$ cat config.mk
export PLATFORM = sky130hd
export DESIGN_NAME = serial_command_frame_receiver_core_flat
export DESIGN_NICKNAME = d
export VERILOG_FILES = /design/src/sv/scfr_pkg.sv /design/src/sv/scfr_if.sv /design/src/sv/serial_command_frame_receiver_core.sv /design/src/sv/scfr_front.sv /design/src/sv/scfr_cmd_fifo.sv /design/src/sv/scfr_back.sv /design/src/flat_wrapper.sv
export SDC_FILE = /design/constraint.sdc
export NUM_CORES = 1
export LEC_CHECK = 0
export BUFFER_PORTS_ARGS = -buffer_cell sky130_fd_sc_hd__buf_2
export CAP_MARGIN = 0
export CORE_ASPECT_RATIO = 1.75
export CORE_UTILIZATION = 62
export DETAILED_ROUTE_END_ITERATION = 8
export PLACE_DENSITY = 0.76
export REMOVE_ABC_BUFFERS = 1
export SLEW_MARGIN = 0
export SYNTH_ARGS = -nofsm -noshare
export SYNTH_HDL_FRONTEND = slang
export SYNTH_SLANG_ARGS = --single-unit
$ cat constraint.sdc
create_clock -name clk -period 6.9 [get_ports clk]
set_input_delay 0 -clock clk [delete_from_list [all_inputs] [get_ports clk]]
set_output_delay 0 -clock clk [all_outputs]
set_load 0.02 [all_outputs]
$ cat src/sv/scfr_pkg.sv
// Shared types and constants for the serial command frame receiver.
// No dependencies; most other files refer to this package by scoped names.
`timescale 1ns / 1ps

package scfr_pkg;

	localparam logic [7:0] HDR        = 8'd255;
	localparam logic [7:0] INS_PING   = 8'd1;
	localparam logic [7:0] INS_READ   = 8'd2;
	localparam logic [7:0] INS_HOME   = 8'd5;
	localparam logic [7:0] ERR_CODE   = 8'd6;
	localparam logic [7:0] SHORT_LEN  = 8'd3;
	localparam logic [7:0] READ_LEN   = 8'd6;
	localparam logic [7:0] ACK_PARAM  = 8'd1;
	localparam logic [7:0] ERR_CSUM   = ~(SHORT_LEN + ERR_CODE + ACK_PARAM);
	localparam logic [7:0] HOME_CSUM  = ~(SHORT_LEN + INS_HOME + ACK_PARAM);

	localparam int CFG_W    = 16;
	localparam int CFG_IDXW = 1;
	localparam logic [CFG_IDXW-1:0] REG_POS_X = 1'd0;
	localparam logic [CFG_IDXW-1:0] REG_POS_Y = 1'd1;

	localparam int FIFO_DEPTH = 4;
	localparam int FIFO_AW    = $clog2(FIFO_DEPTH);
	localparam int FIFO_CW    = $clog2(FIFO_DEPTH + 1);

	// reply byte index: 0..8
	localparam int IDX_W = 4;
	localparam logic [IDX_W-1:0] LAST_SHORT = 4'd5;
	localparam logic [IDX_W-1:0] LAST_READ  = 4'd8;

	typedef enum logic [3:0] {
		PH_HUNT0 = 4'b0001,
		PH_HUNT1 = 4'b0010,
		PH_LEN   = 4'b0100,
		PH_BODY  = 4'b1000
	} phase_t;

	typedef enum logic [1:0] {
		K_ERR  = 2'd0,
		K_PING = 2'd1,
		K_READ = 2'd2,
		K_HOME = 2'd3
	} kind_t;

	typedef struct packed {
		kind_t      kind;
		logic [7:0] len;
		logic [7:0] p0;
		logic [7:0] p1;
	} cmd_t;

	typedef struct packed {
		logic valid;
		cmd_t cmd;
	} push_t;

	typedef struct packed {
		logic full;
		logic valid;
		cmd_t cmd;
	} fifo_stat_t;

endpackage

$ cat src/sv/scfr_if.sv
// Valid/ready channel interfaces for received bytes and reply bytes.
// Depends on nothing.
`timescale 1ns / 1ps

interface scfr_rx_if;
	logic       valid;
	logic       ready;
	logic [7:0] rx_byte;
	modport source (output valid, output rx_byte, input ready);
	modport sink   (input valid, input rx_byte, output ready);
endinterface

interface scfr_tx_if;
	logic       valid;
	logic       ready;
	logic [7:0] tx_byte;
	logic       last_byte;
	modport source (output valid, output tx_byte, output last_byte, input ready);
	modport sink   (input valid, input tx_byte, input last_byte, output ready);
endinterface

$ cat src/sv/serial_command_frame_receiver_core.sv
// Top level of the serial command frame receiver: front end, command queue, reply generator.
// Depends on scfr_pkg, scfr_if, scfr_front, scfr_cmd_fifo and scfr_back.
//
//   channel | dir | payload                 | beat
//   rx      | in  | rx_byte[7:0]            | one received byte
//   tx      | out | tx_byte[7:0], last_byte | one reply byte, last_byte on final
//   cfg     | in  | cfg_idx, cfg_wdata[15:0]| register write when cfg_we
//
// One rx beat per cycle while the 4-entry command queue has room (rx.ready = queue not full).
// A reply leaves as 6 or 9 tx beats, one per cycle unless tx stalls, via cmd_q and byte_q.
// A stalled tx holds the output register; the front keeps accepting until the queue fills.
// Async active-low reset: hunting the header, queue empty, positions at 43707 and 52445.
`timescale 1ns / 1ps

module serial_command_frame_receiver_core (
	input  logic                          clk,
	input  logic                          arst_n,
	scfr_rx_if.sink                       rx,
	scfr_tx_if.source                     tx,
	input  logic                          cfg_we,
	input  logic [scfr_pkg::CFG_IDXW-1:0] cfg_idx,
	input  logic [scfr_pkg::CFG_W-1:0]    cfg_wdata
);

	scfr_pkg::push_t      push;
	scfr_pkg::fifo_stat_t stat;
	logic                 pop;

	scfr_front u_front (
		.clk       (clk),
		.arst_n    (arst_n),
		.rx        (rx),
		.fifo_full (stat.full),
		.push      (push)
	);

	scfr_cmd_fifo u_fifo (
		.clk    (clk),
		.arst_n (arst_n),
		.push   (push),
		.pop    (pop),
		.stat   (stat)
	);

	scfr_back u_back (
		.clk       (clk),
		.arst_n    (arst_n),
		.cfg_we    (cfg_we),
		.cfg_idx   (cfg_idx),
		.cfg_wdata (cfg_wdata),
		.stat      (stat),
		.pop       (pop),
		.tx        (tx)
	);

endmodule

$ cat src/sv/scfr_front.sv
// Front end: frame hunt, length/body tracking, checksum check and instruction decode.
// Depends on scfr_pkg and scfr_rx_if; pushes reply commands into scfr_cmd_fifo.
`timescale 1ns / 1ps

module scfr_front (
	input  logic               clk,
	input  logic               arst_n,
	scfr_rx_if.sink            rx,
	input  logic               fifo_full,
	output scfr_pkg::push_t    push
);

	scfr_pkg::phase_t phase_q;
	logic [7:0] len_q, left_q, sum_q, instr_q, p0_q, p1_q;

	logic [7:0] b, pos, left_nx, instr_nx, p0_nx, p1_nx;
	logic       acc;

	assign rx.ready = !fifo_full;
	assign acc      = rx.valid && rx.ready;
	assign b        = rx.rx_byte;
	assign pos      = len_q - left_q;
	assign left_nx  = left_q - 8'd1;
	assign instr_nx = (pos == 8'd0) ? b : instr_q;
	assign p0_nx    = (pos == 8'd1) ? b : p0_q;
	assign p1_nx    = (pos == 8'd2) ? b : p1_q;

	always_comb begin
		push.valid    = 1'b0;
		push.cmd.kind = scfr_pkg::K_ERR;
		push.cmd.len  = len_q;
		push.cmd.p0   = p0_nx;
		push.cmd.p1   = p1_nx;
		if (acc) begin
			case (phase_q)
				scfr_pkg::PH_LEN: begin
					// zero length is reported as a checksum error
					push.valid = (b == 8'd0);
				end
				scfr_pkg::PH_BODY: begin
					if (left_nx == 8'd0) begin
						if (~sum_q != b) begin
							push.valid = 1'b1;
						end else begin
							case (instr_nx)
								scfr_pkg::INS_PING: begin
									push.valid    = 1'b1;
									push.cmd.kind = scfr_pkg::K_PING;
								end
								scfr_pkg::INS_READ: begin
									push.valid    = 1'b1;
									push.cmd.kind = scfr_pkg::K_READ;
								end
								scfr_pkg::INS_HOME: begin
									push.valid    = (p0_nx == 8'd0);
									push.cmd.kind = scfr_pkg::K_HOME;
								end
								default: push.valid = 1'b0;
							endcase
						end
					end
				end
				default: push.valid = 1'b0;
			endcase
		end
	end

	always_ff @(posedge clk or negedge arst_n) begin
		if (!arst_n) begin
			phase_q <= scfr_pkg::PH_HUNT0;
			len_q   <= '0;
			left_q  <= '0;
			sum_q   <= '0;
			instr_q <= '0;
			p0_q    <= '0;
			p1_q    <= '0;
		end else if (acc) begin
			case (phase_q)
				scfr_pkg::PH_HUNT0: begin
					if (b == scfr_pkg::HDR) phase_q <= scfr_pkg::PH_HUNT1;
				end
				scfr_pkg::PH_HUNT1: begin
					phase_q <= (b == scfr_pkg::HDR) ? scfr_pkg::PH_LEN : scfr_pkg::PH_HUNT0;
				end
				scfr_pkg::PH_LEN: begin
					len_q   <= b;
					left_q  <= b;
					sum_q   <= b;
					instr_q <= '0;
					p0_q    <= '0;
					p1_q    <= '0;
					phase_q <= (b == 8'd0) ? scfr_pkg::PH_HUNT0 : scfr_pkg::PH_BODY;
				end
				scfr_pkg::PH_BODY: begin
					instr_q <= instr_nx;
					p0_q    <= p0_nx;
					p1_q    <= p1_nx;
					left_q  <= left_nx;
					if (left_nx != 8'd0) sum_q <= sum_q + b;
					else phase_q <= scfr_pkg::PH_HUNT0;
				end
				default: phase_q <= scfr_pkg::PH_HUNT0;
			endcase
		end
	end

endmodule

$ cat src/sv/scfr_cmd_fifo.sv
// Small command queue between front end and reply generator.
// Depends on scfr_pkg.
`timescale 1ns / 1ps

module scfr_cmd_fifo (
	input  logic                   clk,
	input  logic                   arst_n,
	input  scfr_pkg::push_t        push,
	input  logic                   pop,
	output scfr_pkg::fifo_stat_t   stat
);

	scfr_pkg::cmd_t mem_q [scfr_pkg::FIFO_DEPTH];
	logic [scfr_pkg::FIFO_AW-1:0] wr_q, rd_q;
	logic [scfr_pkg::FIFO_CW-1:0] cnt_q;
	logic do_pop;

	assign stat.full  = (cnt_q == scfr_pkg::FIFO_CW'(scfr_pkg::FIFO_DEPTH));
	assign stat.valid = (cnt_q != '0);
	assign stat.cmd   = mem_q[rd_q];
	assign do_pop     = pop && stat.valid;

	always_ff @(posedge clk) begin
		if (push.valid) mem_q[wr_q] <= push.cmd;
	end

	always_ff @(posedge clk or negedge arst_n) begin
		if (!arst_n) begin
			wr_q  <= '0;
			rd_q  <= '0;
			cnt_q <= '0;
		end else begin
			if (push.valid) wr_q <= wr_q + 1'b1;
			if (do_pop) rd_q <= rd_q + 1'b1;
			case ({push.valid, do_pop})
				2'b10:   cnt_q <= cnt_q + 1'b1;
				2'b01:   cnt_q <= cnt_q - 1'b1;
				default: cnt_q <= cnt_q;
			endcase
		end
	end

endmodule

$ cat src/sv/scfr_back.sv
// Reply generator: serializes one queued command into reply beats, holds the position registers.
// Depends on scfr_pkg and scfr_tx_if; pops commands from scfr_cmd_fifo.
`timescale 1ns / 1ps

module scfr_back (
	input  logic                          clk,
	input  logic                          arst_n,
	input  logic                          cfg_we,
	input  logic [scfr_pkg::CFG_IDXW-1:0] cfg_idx,
	input  logic [scfr_pkg::CFG_W-1:0]    cfg_wdata,
	input  scfr_pkg::fifo_stat_t          stat,
	output logic                          pop,
	scfr_tx_if.source                     tx
);

	logic [15:0] pos_x_q, pos_y_q;
	scfr_pkg::cmd_t cmd_q;
	logic       busy_q;
	logic [scfr_pkg::IDX_W-1:0] idx_q, last_idx;
	logic       valid_q, last_q;
	logic [7:0] byte_q;

	logic       out_free, emit, is_last;
	logic [7:0] rd_csum, nx_byte;

	assign tx.valid     = valid_q;
	assign tx.tx_byte   = byte_q;
	assign tx.last_byte = last_q;

	assign out_free = !valid_q || tx.ready;
	assign emit     = busy_q && out_free;
	assign last_idx = (cmd_q.kind == scfr_pkg::K_READ) ? scfr_pkg::LAST_READ
	                                                   : scfr_pkg::LAST_SHORT;
	assign is_last  = (idx_q == last_idx);
	assign pop      = stat.valid && (!busy_q || (emit && is_last));

	assign rd_csum = ~(scfr_pkg::READ_LEN + scfr_pkg::INS_READ + pos_x_q[15:8] + pos_x_q[7:0]
	                   + pos_y_q[15:8] + pos_y_q[7:0]);

	always_comb begin
		nx_byte = scfr_pkg::HDR;
		case (cmd_q.kind)
			scfr_pkg::K_PING: begin
				case (idx_q)
					4'd2:    nx_byte = cmd_q.len;
					4'd3:    nx_byte = scfr_pkg::INS_PING;
					4'd4:    nx_byte = cmd_q.p0;
					4'd5:    nx_byte = cmd_q.p1;
					default: nx_byte = scfr_pkg::HDR;
				endcase
			end
			scfr_pkg::K_READ: begin
				case (idx_q)
					4'd2:    nx_byte = scfr_pkg::READ_LEN;
					4'd3:    nx_byte = scfr_pkg::INS_READ;
					4'd4:    nx_byte = pos_x_q[15:8];
					4'd5:    nx_byte = pos_x_q[7:0];
					4'd6:    nx_byte = pos_y_q[15:8];
					4'd7:    nx_byte = pos_y_q[7:0];
					4'd8:    nx_byte = rd_csum;
					default: nx_byte = scfr_pkg::HDR;
				endcase
			end
			scfr_pkg::K_HOME: begin
				case (idx_q)
					4'd2:    nx_byte = scfr_pkg::SHORT_LEN;
					4'd3:    nx_byte = scfr_pkg::INS_HOME;
					4'd4:    nx_byte = scfr_pkg::ACK_PARAM;
					4'd5:    nx_byte = scfr_pkg::HOME_CSUM;
					default: nx_byte = scfr_pkg::HDR;
				endcase
			end
			default: begin
				case (idx_q)
					4'd2:    nx_byte = scfr_pkg::SHORT_LEN;
					4'd3:    nx_byte = scfr_pkg::ERR_CODE;
					4'd4:    nx_byte = scfr_pkg::ACK_PARAM;
					4'd5:    nx_byte = scfr_pkg::ERR_CSUM;
					default: nx_byte = scfr_pkg::HDR;
				endcase
			end
		endcase
	end

	always_ff @(posedge clk or negedge arst_n) begin
		if (!arst_n) begin
			pos_x_q <= 16'd43707;
			pos_y_q <= 16'd52445;
		end else if (cfg_we) begin
			case (cfg_idx)
				scfr_pkg::REG_POS_X: pos_x_q <= cfg_wdata;
				scfr_pkg::REG_POS_Y: pos_y_q <= cfg_wdata;
				default: ;
			endcase
		end
	end

	always_ff @(posedge clk) begin
		if (pop) cmd_q <= stat.cmd;
		if (emit) begin
			byte_q <= nx_byte;
			last_q <= is_last;
		end
	end

	always_ff @(posedge clk or negedge arst_n) begin
		if (!arst_n) begin
			busy_q  <= 1'b0;
			idx_q   <= '0;
			valid_q <= 1'b0;
		end else begin
			// next command is taken on the same cycle the last beat is loaded
			if (pop) begin
				busy_q <= 1'b1;
				idx_q  <= '0;
			end else if (emit) begin
				idx_q <= idx_q + 1'b1;
				if (is_last) busy_q <= 1'b0;
			end
			if (emit) valid_q <= 1'b1;
			else if (tx.ready) valid_q <= 1'b0;
		end
	end

endmodule

$ cat src/flat_wrapper.sv
// flat-port wrapper written by rule: the top's interface ports become plain ports
module serial_command_frame_receiver_core_flat 
  (clk, arst_n, cfg_we, cfg_idx, cfg_wdata, rx_valid, rx_rx_byte, rx_ready, tx_valid, tx_tx_byte, tx_last_byte, tx_ready);
  scfr_rx_if rx_i ();
  scfr_tx_if tx_i ();
  input  logic clk;
  input  logic arst_n;
  input  logic cfg_we;
  input  logic [scfr_pkg::CFG_IDXW-1:0] cfg_idx;
  input  logic [scfr_pkg::CFG_W-1:0] cfg_wdata;
  input wire logic [$bits(rx_i.valid)-1:0] rx_valid;
  input wire logic [$bits(rx_i.rx_byte)-1:0] rx_rx_byte;
  output wire logic [$bits(rx_i.ready)-1:0] rx_ready;
  output wire logic [$bits(tx_i.valid)-1:0] tx_valid;
  output wire logic [$bits(tx_i.tx_byte)-1:0] tx_tx_byte;
  output wire logic [$bits(tx_i.last_byte)-1:0] tx_last_byte;
  input wire logic [$bits(tx_i.ready)-1:0] tx_ready;
  assign rx_i.valid = rx_valid;
  assign rx_i.rx_byte = rx_rx_byte;
  assign rx_ready = rx_i.ready;
  assign tx_valid = tx_i.valid;
  assign tx_tx_byte = tx_i.tx_byte;
  assign tx_last_byte = tx_i.last_byte;
  assign tx_i.ready = tx_ready;
  serial_command_frame_receiver_core u_core (.clk(clk), .arst_n(arst_n), .rx(rx_i), .tx(tx_i), .cfg_we(cfg_we), .cfg_idx(cfg_idx), .cfg_wdata(cfg_wdata));
endmodule
==> insert_results.sql <==
INSERT INTO impl_metrics (metric_group, metric, value, unit) VALUES
('floorplanning', 'die_height', '182', 'um'),
('detailed_routing', 'totalWireLength', '26100', 'um'),
('clock_tree', 'cts.clk_slew.worst_paths', '70', 'ps'),
('floorplanning', 'initial_core_util', '63.5', '%'),
('timing', 'worst_slew_pin_slew', '1250', 'ps'),
('synthesis', 'synth_top_flop_cell', 'sky130_fd_sc_hd__edfxtp_1', ''),
('synthesis', 'synth_warnings', '0', ''),
('floorplanning', 'die_area', '19200', 'um2'),
('final_layout', 'filler_cell_count', '1179', ''),
('global_routing', 'initial_antenna_violation_count', '0', ''),
('clock_tree', 'clock_sink_count', '236', ''),
('clock_tree', 'post_cts_resized', '0', ''),
('synthesis', 'synth-async-reset-ratio', '41.1', '%'),
('global_routing', 'use_met2', '55.4', '%'),
('final_layout', 'utilization', '71.7', '%'),
('pwr', 'static_leakage', '5.04', 'nW'),
('global_routing', 'grt-ovfl-total', '0', ''),
('timing', 'timing.setup.tns', '0', 'ps'),
('synthesis', 'syn_area_per_cell', '12.9', 'um2'),
('final_layout', 'antenna-diode-count', '0', ''),
('synthesis', 'ys_ff_latch', '236', ''),
('final_layout', 'finish.net_count', '1037', ''),
('placed_design', 'gp_congestion', '0.969', ''),
('timing', 'grt_setup_unrepaired', 'no', ''),
('timing', 'part_of_the_cycle_the_worst_path_needs', '72.1', '%'),
('clock_tree', 'clock_insertion_delay_worst_skew', '500', 'ps'),
('global_routing', 'grt_first_pass_wirelength', '42200', 'um'),
('critical_path', 'worstPathRequired', '7330', 'ps'),
('detailed_routing', 'drt.antenna.violating_nets', '0', ''),
('synthesis', 'synth_enable_flop_cells', '139', ''),
('critical_path', 'critical-path-slowest-cell', 'sky130_fd_sc_hd__fa_1', ''),
('global_routing', 'use_met3', '3.29', '%'),
('placed_design', 'post_dp_cell_area', '12000', 'um2'),
('synthesis', 'post_synth_inst_count', '892', ''),
('final_layout', 'fin_area', '13000', 'um2'),
('critical_path', 'criticalPathCategory', 'flip-flop to flip-flop', ''),
('placed_design', 'place.detailed.hpwl', '18400', 'um'),
('timing', 'report.final.slew_viol_count', '0', ''),
('floorplanning', 'die-width', '105', 'um'),
('clock_tree', 'numCtsBuffers', '22', ''),
('timing', 'timing_hold_violations_final', '0', ''),
('timing', 'worst_max_slew_margin_expressed_relative_to_the_limit', '16.8', '%'),
('critical_path', 'cp_data_arrival_time', '5400', 'ps'),
('detailed_routing', 'drt-vias-per-instance', '6.25', ''),
('synthesis', 'yosysUniqueCellTypes', '62', ''),
('critical_path', 'worstPathMaxFanout', '10', ''),
('timing', 'setup-violations-final', '0', ''),
('detailed_routing', 'num_vias', '7517', ''),
('timing', 'worst_hold_slack_after_final_layout', '28.0', 'ps'),
('placed_design', 'portBuffers', '40', ''),
('clock_tree', 'cts_tree', 'done', ''),
('pwr', 'power_density', '360', 'nW/um2'),
('critical_path', 'critPathLaunchType', 'flip-flop', ''),
('pwr', 'max-vdd-ir-drop', '0.246', 'mV'),
('timing', 'max_clock_freq', '201', 'MHz'),
('min_path', 'worstHoldPathType', 'primary input to async pin', ''),
('critical_path', 'critPathMaxStageDelay', '470', 'ps'),
('clock_tree', 'master_cell_of_the_clock_root_buffer', 'sky130_fd_sc_hd__clkbuf_16', ''),
('detailed_routing', 'post_drt_wl_per_cell', '21.7', 'um'),
('floorplanning', 'pin_count', '41', ''),
('timing', 'final_critical_path_setup_slack', '1930', 'ps'),
('critical_path', 'chain_of_cells_forming_the_critical_path', 'inv_1 > ha_1 > fa_1 > nand2b_1 > a21oi_1 > mux2_4 > nor3_4 > nand4_1 > mux2i_1 > a21o_1 > a221o_1 > a21o_1 > ha_1 > inv_1 > fa_1 > xor2_1 > nor2_1 > xor2_1', ''),
('floorplanning', 'placementRows', '65', ''),
('global_routing', 'grt_pass1_vias', '8093', ''),
('global_routing', 'globalRoute.busiestLayer', 'met2', ''),
('detailed_routing', 'drt_iter0_markers', '489', ''),
('final_layout', 'flow.area_growth_from_synthesis', '12.8', '%'),
('global_routing', 'gr-usage-met1', '30.0', '%'),
('floorplanning', 'coreArea', '18100', 'um2'),
('status', 'outcome', 'complete, no violations', ''),
('run', 'max_cap_violations', '0', '');
[report_power, final]
| group | switching (mW) | internal, mW | leakage (nW) |
|---|---|---|---|
| logic | 0.873 | 0.700 | 2.25 |
| clock network | 0.513 | 0.728 | 0.345 |
| registers | 0.170 | 1.70 | 2.44 |
[per-stage QoR]
stage                     power, mW  cells
after floorplan                3.01    851
after global placement         3.35   1135
after detailed placement       3.44   1135
after CTS                      4.69   1202
after global routing           4.94   1202
final                          4.68   1202
[cells in the mapped netlist, types with 9 or more instances]
| master | n | area, um2 |
|---|---|---|
| sky130_fd_sc_hd__a21oi_1 | 45 | 225 |
| sky130_fd_sc_hd__a22o_1 | 18 | 158 |
| sky130_fd_sc_hd__a22oi_1 | 13 | 97.6 |
| sky130_fd_sc_hd__clkbuf_1 | 36 | 135 |
| sky130_fd_sc_hd__dfrtp_1 | 76 | 1900 |
| sky130_fd_sc_hd__dfstp_2 | 21 | 552 |
| sky130_fd_sc_hd__edfxtp_1 | 139 | 4170 |
| sky130_fd_sc_hd__fa_1 | 17 | 340 |
| sky130_fd_sc_hd__ha_1 | 38 | 475 |
| sky130_fd_sc_hd__inv_1 | 43 | 161 |
| sky130_fd_sc_hd__mux2_2 | 51 | 574 |
| sky130_fd_sc_hd__mux4_2 | 26 | 586 |
| sky130_fd_sc_hd__nand2_1 | 75 | 282 |
| sky130_fd_sc_hd__nand2b_1 | 11 | 68.8 |
| sky130_fd_sc_hd__nand3_1 | 13 | 65.1 |
| sky130_fd_sc_hd__nor2_1 | 58 | 218 |
| sky130_fd_sc_hd__nor2b_1 | 10 | 62.6 |
| sky130_fd_sc_hd__nor3_1 | 13 | 65.1 |
| sky130_fd_sc_hd__o21ai_0 | 43 | 215 |
| sky130_fd_sc_hd__o22ai_1 | 9 | 56.3 |
| sky130_fd_sc_hd__xnor2_1 | 21 | 184 |
| sky130_fd_sc_hd__xor2_1 | 10 | 87.6 |
[sequential cells by signal (all words and copies together), names as in the netlist, 4 cells and up]
name	flops
u_core.u_back.cmd_q	26
u_core.u_back.idx_q	4
u_core.u_back.pos_x_q	16
u_core.u_back.pos_y_q	16
u_core.u_back.tx.tx_byte	8
u_core.u_fifo.mem_q	104
u_core.u_front.instr_q	8
u_core.u_front.left_q	8
u_core.u_front.len_q	8
u_core.u_front.p0_q	8
u_core.u_front.p1_q	8
u_core.u_front.phase_q	4
u_core.u_front.sum_q	8
[final timing paths]
| path | end | slack (ps) | cells past startpoint | from |
|---|---|---|---|---|
| min in group clk | u_core.u_back.pos_x_q[11] | 40 | 5 | cfg_idx |
| max in group asynchronous | u_core.u_front.p0_q[3] | 5690 | 3 | arst_n |
| min reg2reg | u_core.u_front.p1_q[2] | 500 | 1 | u_core.u_front.p1_q[2] |
| max reg2reg | u_core.u_fifo.cnt_q[2] | 1930 | 18 | u_core.u_front.len_q[0] |
| max | u_core.u_fifo.cnt_q[2] | 1930 | 18 | u_core.u_front.len_q[0] |
| min | u_core.u_back.pos_x_q[6] | 30 | 2 | arst_n |
[what timing repair did]
item                       in CTS  in global routing
setup buffers                   0                  0
hold endpoints to repair      101                  0
setup endpoints to repair       0                  0
hold buffers                   27                  0
[layout make-up]
cell class	count	area (um2)	area share, %
flip-flops and latches	236	6630	51.0
multi-input cells	572	4630	35.6
clock buffers	29	598	4.60
repair buffers	77	548	4.21
well taps	234	293	2.25
inverters	43	161	1.24
clock inverters	11	141	1.09
[metal layers]
| metal | up-vias | share of wire (%) |
|---|---|---|
| li1 | 3437 | - |
| met5 | - | 0 |
| met3 | 101 | 4.0 |
| met2 | 274 | 56 |
| met1 | 3705 | 34 |
| met4 | 0 | 5.9 |
[worst max-delay path, delay by kind of cell (launching register included)]
kind	cells	cell delay, ps
AND/OR/NAND/NOR	4	1020
XOR/XNOR	2	290
AO/OA/AOI/OAI	4	1010
multiplexers	2	720
adder cells (fa/ha/maj)	4	1270
flip-flops	1	420
buffers and inverters	2	160
[layout by cell type, fill, tap and decap left out, drive strengths merged, types with 18 or more instances in the layout]
master,instances
edfxtp,139
dfrtp,76
nand2,75
nor2,58
mux2,52
buf,50
a21oi,45
o21ai,45
inv,44
ha,38
clkbuf,29
dlygate4sd3,27
mux4,26
xnor2,21
dfstp,21
a22o,18
[kinds of logic (layout without fill, tap and decap cells)]
kind of cell	Yosys count	count (layout)	synth area share, %
multiplexers	85	85	10.8
adder cells (fa/ha/maj)	55	55	7.08
flip-flops	236	236	57.5
AO/OA/AOI/OAI	182	182	10.4
XOR/XNOR	31	31	2.36
buffers and inverters	84	160	2.75
AND/OR/NAND/NOR	219	219	9.12
No activity file was read; power rests on OpenSTA's default activity.
